[src/design/ridec_pkg.sv]
// ----------------------------------------------------------------------------
// ridec_pkg
// shared types and codes of the instruction decoder
// ----------------------------------------------------------------------------
`default_nettype none

package ridec_pkg;

	localparam int unsigned WordW   = 32;
	localparam int unsigned RegW    = 5;
	localparam int unsigned ImmW    = 16;
	localparam int unsigned IdxW    = 26;
	localparam int unsigned OpW     = 6;
	localparam int unsigned OutDataW = 136;

	localparam logic [WordW-1:0] PcStep = 32'd4;

	// dense mnemonic codes
	typedef enum logic [4:0] {
		MN_HALT = 5'd0,
		MN_ADD, MN_SUB, MN_AND, MN_OR, MN_XOR, MN_NOR, MN_NAND, MN_SLT,
		MN_SLL, MN_SRL, MN_SRA, MN_JR,
		MN_JAL, MN_J,
		MN_ADDI, MN_LW, MN_LH, MN_LHU, MN_LB, MN_LBU, MN_SW, MN_SH, MN_SB,
		MN_LUI, MN_ANDI, MN_ORI, MN_NORI, MN_SLTI, MN_BEQ, MN_BNE,
		MN_UNKNOWN
	} mnemonic_t;

	// opcode field codes
	localparam logic [OpW-1:0] OP_RTYPE = 6'h00;
	localparam logic [OpW-1:0] OP_J     = 6'h02;
	localparam logic [OpW-1:0] OP_JAL   = 6'h03;
	localparam logic [OpW-1:0] OP_BEQ   = 6'h04;
	localparam logic [OpW-1:0] OP_BNE   = 6'h05;
	localparam logic [OpW-1:0] OP_ADDI  = 6'h08;
	localparam logic [OpW-1:0] OP_SLTI  = 6'h0A;
	localparam logic [OpW-1:0] OP_ANDI  = 6'h0C;
	localparam logic [OpW-1:0] OP_ORI   = 6'h0D;
	localparam logic [OpW-1:0] OP_NORI  = 6'h0E;
	localparam logic [OpW-1:0] OP_LUI   = 6'h0F;
	localparam logic [OpW-1:0] OP_LB    = 6'h20;
	localparam logic [OpW-1:0] OP_LH    = 6'h21;
	localparam logic [OpW-1:0] OP_LW    = 6'h23;
	localparam logic [OpW-1:0] OP_LBU   = 6'h24;
	localparam logic [OpW-1:0] OP_LHU   = 6'h25;
	localparam logic [OpW-1:0] OP_SB    = 6'h28;
	localparam logic [OpW-1:0] OP_SH    = 6'h29;
	localparam logic [OpW-1:0] OP_SW    = 6'h2B;
	localparam logic [OpW-1:0] OP_HALT  = 6'h3F;

	// function field codes of r-type words
	localparam logic [OpW-1:0] FN_SLL  = 6'h00;
	localparam logic [OpW-1:0] FN_SRL  = 6'h02;
	localparam logic [OpW-1:0] FN_SRA  = 6'h03;
	localparam logic [OpW-1:0] FN_JR   = 6'h08;
	localparam logic [OpW-1:0] FN_ADD  = 6'h20;
	localparam logic [OpW-1:0] FN_SUB  = 6'h22;
	localparam logic [OpW-1:0] FN_AND  = 6'h24;
	localparam logic [OpW-1:0] FN_OR   = 6'h25;
	localparam logic [OpW-1:0] FN_XOR  = 6'h26;
	localparam logic [OpW-1:0] FN_NOR  = 6'h27;
	localparam logic [OpW-1:0] FN_NAND = 6'h28;
	localparam logic [OpW-1:0] FN_SLT  = 6'h2A;

	// fetched word with its address
	typedef struct packed {
		logic [WordW-1:0] addr;
		logic [WordW-1:0] word;
	} fetch_t;

	// decoded item, first field in the high bits
	typedef struct packed {
		logic [WordW-1:0]       instr_addr;
		logic [WordW-1:0]       jump_target;
		logic [IdxW-1:0]        jump_index;
		logic signed [ImmW-1:0] immediate;
		logic [RegW-1:0]        shift_amount;
		logic [RegW-1:0]        dst_reg;
		logic [RegW-1:0]        tgt_reg;
		logic [RegW-1:0]        src_reg;
		logic                   known;
		mnemonic_t              mnemonic;
	} result_t;

endpackage

`default_nettype wire

[src/design/ridec_fetch.sv]
// ----------------------------------------------------------------------------
// ridec_fetch
// program counter and input register stage
// ----------------------------------------------------------------------------
`default_nettype none

module ridec_fetch (
	input  wire                           clk,
	input  wire                           arst_n,
	input  wire                           cfg_wen,
	input  wire  [ridec_pkg::WordW-1:0]   cfg_wdata,
	input  wire                           in_valid,
	output logic                          in_ready,
	input  wire  [ridec_pkg::WordW-1:0]   in_word,
	input  wire                           take,
	output logic                          valid_s1,
	output ridec_pkg::fetch_t             item_s1
);
	import ridec_pkg::*;

	logic [WordW-1:0] pc_q;
	logic             accept;

	assign in_ready = !valid_s1 || take;
	assign accept   = in_valid && in_ready;

	always_ff @(posedge clk or negedge arst_n) begin
		if (!arst_n) begin
			pc_q     <= '0;
			valid_s1 <= 1'b0;
		end else begin
			if (cfg_wen) begin
				pc_q <= cfg_wdata;
			end else if (accept) begin
				pc_q <= pc_q + PcStep;
			end
			if (in_ready) begin
				valid_s1 <= in_valid;
			end
		end
	end

	always_ff @(posedge clk) begin
		if (accept) begin
			item_s1.word <= in_word;
			item_s1.addr <= pc_q;
		end
	end

endmodule

`default_nettype wire

[src/design/ridec_decode.sv]
// ----------------------------------------------------------------------------
// ridec_decode
// combinational classification and field extraction of one word
// ----------------------------------------------------------------------------
`default_nettype none

module ridec_decode (
	input  ridec_pkg::fetch_t  item,
	output ridec_pkg::result_t res
);
	import ridec_pkg::*;

	logic [OpW-1:0]   op;
	logic [OpW-1:0]   fn;
	logic [WordW-1:0] next_pc;
	mnemonic_t        mn;
	mnemonic_t        r_mn;

	assign op      = item.word[31:26];
	assign fn      = item.word[5:0];
	assign next_pc = item.addr + PcStep;

	always_comb begin
		case (fn)
			FN_ADD:  r_mn = MN_ADD;
			FN_SUB:  r_mn = MN_SUB;
			FN_AND:  r_mn = MN_AND;
			FN_OR:   r_mn = MN_OR;
			FN_XOR:  r_mn = MN_XOR;
			FN_NOR:  r_mn = MN_NOR;
			FN_NAND: r_mn = MN_NAND;
			FN_SLT:  r_mn = MN_SLT;
			FN_SLL:  r_mn = MN_SLL;
			FN_SRL:  r_mn = MN_SRL;
			FN_SRA:  r_mn = MN_SRA;
			FN_JR:   r_mn = MN_JR;
			default: r_mn = MN_UNKNOWN;
		endcase
	end

	always_comb begin
		case (op)
			OP_HALT:  mn = MN_HALT;
			OP_RTYPE: mn = r_mn;
			OP_JAL:   mn = MN_JAL;
			OP_J:     mn = MN_J;
			OP_ADDI:  mn = MN_ADDI;
			OP_LW:    mn = MN_LW;
			OP_LH:    mn = MN_LH;
			OP_LHU:   mn = MN_LHU;
			OP_LB:    mn = MN_LB;
			OP_LBU:   mn = MN_LBU;
			OP_SW:    mn = MN_SW;
			OP_SH:    mn = MN_SH;
			OP_SB:    mn = MN_SB;
			OP_LUI:   mn = MN_LUI;
			OP_ANDI:  mn = MN_ANDI;
			OP_ORI:   mn = MN_ORI;
			OP_NORI:  mn = MN_NORI;
			OP_SLTI:  mn = MN_SLTI;
			OP_BEQ:   mn = MN_BEQ;
			OP_BNE:   mn = MN_BNE;
			default:  mn = MN_UNKNOWN;
		endcase
	end

	always_comb begin
		res.mnemonic     = mn;
		res.known        = (mn != MN_UNKNOWN);
		res.src_reg      = item.word[25:21];
		res.tgt_reg      = item.word[20:16];
		res.dst_reg      = item.word[15:11];
		res.shift_amount = item.word[10:6];
		res.immediate    = item.word[15:0];
		res.jump_index   = item.word[25:0];
		res.jump_target  = {next_pc[31:28], item.word[25:0], 2'b00};
		res.instr_addr   = item.addr;
	end

endmodule

`default_nettype wire

[src/design/risc_instruction_decoder_top.sv]
// ----------------------------------------------------------------------------
// risc_instruction_decoder_top
// instruction decoder with running program counter, stream in and out
// ----------------------------------------------------------------------------
// a word is taken into the input register, decoded, and held in the result register
// one word per cycle while the output is not stalled, set by the input and output register stages
// a stalled output lets the input register take one more word, then tready drops
// reset clears the program counter and both stage valid flags
// a write of cfg_wdata loads the program counter with all 32 bits
`default_nettype none

module risc_instruction_decoder_top (
	input  wire                             clk,
	input  wire                             arst_n,
	// start address write
	input  wire                             cfg_wen,
	input  wire  [ridec_pkg::WordW-1:0]     cfg_wdata,
	// instruction words in
	input  wire                             s_axis_tvalid,
	output logic                            s_axis_tready,
	input  wire  [ridec_pkg::WordW-1:0]     s_axis_tdata,  // instr_word
	// decoded items out
	output logic                            m_axis_tvalid,
	input  wire                             m_axis_tready,
	// mnemonic, known, src_reg, tgt_reg, dst_reg, shift_amount, immediate,
	// jump_index, jump_target, instr_addr, zero pad
	output logic [ridec_pkg::OutDataW-1:0]  m_axis_tdata
);
	import ridec_pkg::*;

	localparam int unsigned PadW = OutDataW - $bits(result_t);

	fetch_t  item_s1;
	result_t dec;
	result_t res_s2;
	logic    valid_s1;
	logic    take_s1;

	// output register can load when empty or when its item transfers now
	assign take_s1 = !m_axis_tvalid || m_axis_tready;

	// input register and program counter
	ridec_fetch u_fetch (
		.clk       (clk),
		.arst_n    (arst_n),
		.cfg_wen   (cfg_wen),
		.cfg_wdata (cfg_wdata),
		.in_valid  (s_axis_tvalid),
		.in_ready  (s_axis_tready),
		.in_word   (s_axis_tdata),
		.take      (take_s1),
		.valid_s1  (valid_s1),
		.item_s1   (item_s1)
	);

	// decode between the two registers
	ridec_decode u_decode (
		.item (item_s1),
		.res  (dec)
	);

	// result register
	always_ff @(posedge clk or negedge arst_n) begin
		if (!arst_n) begin
			m_axis_tvalid <= 1'b0;
		end else if (take_s1) begin
			m_axis_tvalid <= valid_s1;
		end
	end

	always_ff @(posedge clk) begin
		if (take_s1 && valid_s1) begin
			res_s2 <= dec;
		end
	end

	assign m_axis_tdata = {{PadW{1'b0}}, res_s2};

endmodule

`default_nettype wire

[config.mk]
export PLATFORM = sky130hd
export DESIGN_NAME = risc_instruction_decoder_top
export DESIGN_NICKNAME = d
export VERILOG_FILES = /design/src/design/ridec_pkg.sv /design/src/design/ridec_fetch.sv /design/src/design/ridec_decode.sv /design/src/design/risc_instruction_decoder_top.sv
export SDC_FILE = /design/constraint.sdc
export NUM_CORES = 1
export LEC_CHECK = 0
export BUFFER_PORTS_ARGS = -buffer_cell sky130_fd_sc_hd__buf_2
export CORE_MARGIN = 2
export CORE_UTILIZATION = 47
export DETAILED_ROUTE_END_ITERATION = 7
export GPL_TIMING_DRIVEN = 0
export PLACE_DENSITY = 0.77
export SLEW_MARGIN = 25
export SYNTH_ARGS = -nofsm -noshare
export SYNTH_HDL_FRONTEND = slang
export SYNTH_SLANG_ARGS = --single-unit
[constraint.sdc]
create_clock -name clk -period 2.6 [get_ports clk]
set_input_delay 0.39 -clock clk [delete_from_list [all_inputs] [get_ports clk]]
set_output_delay 0.39 -clock clk [all_outputs]
set_load 0.02 [all_outputs]
==> out/summary.txt <==
status -> complete, no violations
Max clock buf depth -> 2
first-pass iteration count of the detailed router -> 5
Buffers on Ports -> 199
Max H-tree Level -> 4
CP Cell Sequence -> nand3b_1 > nand2_1 > clkinvlp_4 > buf_16 > buf_12
total power divided by cell area -> 753 nW/um2
GR Util All Layers -> 0.185
register area share after synthesis -> 0.692
post-synth top area cell -> edfxtp_1
Yosys cell types -> 54
Core Region -> 14500 um2
dpl hpwl -> 10.5 mm
worst slew pin tran -> 0.767 ns
routability cong. -> 0.885
largest net degree at the start of global routing -> 45
dominant synthesized flop cell -> edfxtp_1
final wirelength -> 14.3 mm
later-pin clock latency in the skew report -> 0.42 ns
most common cell after layout, fill and taps aside -> buf_2
clock-pin slew on the worst setup and hold paths -> 0.06 ns
area share of the largest cell type after synthesis -> 0.569
hold crit path type -> in -> async
EDFF count, synth -> 132
post-CTS sizing -> 0
Final Critical Period -> 2.21 ns
worst-path maximum fanout -> 27
slowest CP cell -> clkinvlp_4
vias in the first global route -> 4426
final cycle utilization of the critical path -> 0.852
num rows -> 44
crit-path max cell delay -> 0.46 ns
Die X -> 126 um
Setup crit start kind -> flop
n_diodes -> 0
max-slew violation count -> 0
routed vias/inst -> 4.93
final instance area -> 8900 um2
DR vias -> 4580
Syn-to-layout area delta -> 27.8%
Final Net Count -> 802
hold buffer count at CTS -> 0
share of cells above drive strength 1 -> 0.424
top post-synthesis cells by area -> edfxtp_1 (57%), dfrtp_1 (12%), buf_4 (7.3%)
MaxCap Viol Count -> 0
Slew headroom -> 0.489
Cell Area, Synth -> 6960 um2
initial DRC count -> 363
I/O Pins -> 207
GRT Residual Overflow -> 0
Final Worst Setup Slack -> 0.385 ns
CTS sink count -> 166
cell count after synthesis -> 506
Routed Antenna Nets -> 0
register bit count reported by yosys -> 166
first-pass GRT wire length -> 22.7 mm
CTS tree -> yes
DIE AREA -> 15800 um2
Die Span Y -> 126 um
Place WS -> 0.255 ns
Highest Clock Rate -> 452 MHz
CP Capture Type -> flop
final hold violations -> 0
RSZ-0062 raised after global routing -> false
average size of a mapped cell -> 13.8 um2
crit path kind -> reg -> reg
Async S/R FF share, synth -> 0.205
Post-CTS Setup Inserts -> 0
Root Driver -> clkbuf_16
Max rail drop VDD -> 0.442 mV
Initial Util -> 0.481
Yosys warnings -> 0
setup violators final -> 0
WP data required -> 2.76 ns
commonest cells after routing, fill and taps aside -> buf_2 (202), edfxtp_1 (132), buf_4 (68)
Setup Skew -> 0.0149 ns
crit path DAT -> 2.38 ns
per-cell routed wire length -> 15.4 um
total CTS buffers -> 17
antenna violations before repair -> 0
Total Power -> 6.70 mW
Area after DPL -> 8280 um2
number of remaining DRC errors -> 0
Leak -> 3.66 nW
-- per-stage QoR --
step                      hold slack [ns]  cells  TNS [ns]   util
after floorplan                    0.0944    511         0      -
after global placement              0.402    894    -15.60  0.567
after detailed placement            0.405    897         0  0.572
after CTS                          0.0579    929         0  0.614
after global routing                0.101    929         0  0.614
final                              0.0389    929         0  0.614
-- cell type report --
type	count	area, um2
repair buffers	202	1060
clock inverters	12	180
multi-input cells	251	1560
fillers	1084	5580
inverters	9	37.5
plain buffers	85	578
clock buffers	20	437
flip-flops and latches	166	4810
well taps	184	230
-- flip-flops by register name, indices dropped and copies added, names as in the netlist --
signal	count
m_axis_tdata	68
m_axis_tvalid	1
u_fetch.item_s1	64
u_fetch.pc_q	32
u_fetch.valid_s1	1
-- routing by layer --
layer,share of wire,track usage
met3,0.068,0.0561
met5,0,0
met2,0.53,0.327
met1,0.38,0.213
met4,0.023,0.0686
-- worst max-delay path, delay by kind of cell (launching register included) --
kind,cells,cell delay (ns)
AND/OR/NAND/NOR,2,0.57
flip-flops,1,0.38
buffers and inverters,3,0.97
-- cell families (layout without fill, tap and decap cells) --
logic type | after synthesis | count (layout) | synth area share
flops | 166 | 166 | 0.692
buf+inv | 94 | 328 | 0.0879
simple gates | 145 | 145 | 0.113
mux | 7 | 7 | 0.0111
compound gates | 56 | 56 | 0.0489
xor+xnor | 36 | 36 | 0.0453
fa+ha+maj | 1 | 1 | 0.00180
other cells | 1 | 6 | 0.000539
-- cells in the mapped netlist (4+ instances only) --
cell type  number
xor2_1          7
nand3b_1        5
edfxtp_1      132
and4_1          4
and3_1          4
nand3_1        16
clkbuf_1       11
nor3_1         15
dfrtp_1        34
o21ai_0         7
nand2_1        42
inv_1           7
o21ai_1        23
nor4_1          4
mux2_2          6
nand4_1        11
a21oi_1         6
buf_4          68
nand2b_1        6
nor2_1         19
xnor2_1        29
-- power breakdown --
part,switching [mW],total (mW),internal (mW)
Clock,0.977,2.59,1.61
Combinational,0.489,0.826,0.337
Sequential,0.151,3.29,3.14
-- worst paths after layout --
path | from | end | slack (ns) | cells after the start
max in group asynchronous | arst_n | u_fetch.valid_s1 | 2.07 | 1
min reg2reg | u_fetch.item_s1[6] | m_axis_tdata[48] | 0.42 | 0
min | arst_n | u_fetch.pc_q[19] | 0.04 | 1
max reg2reg | u_fetch.valid_s1 | u_fetch.item_s1[3] | 0.39 | 5
max | u_fetch.valid_s1 | u_fetch.item_s1[3] | 0.39 | 5
min in group clk | s_axis_tdata[15] | u_fetch.item_s1[15] | 0.14 | 1
No activity file was read; power rests on OpenSTA's default activity.
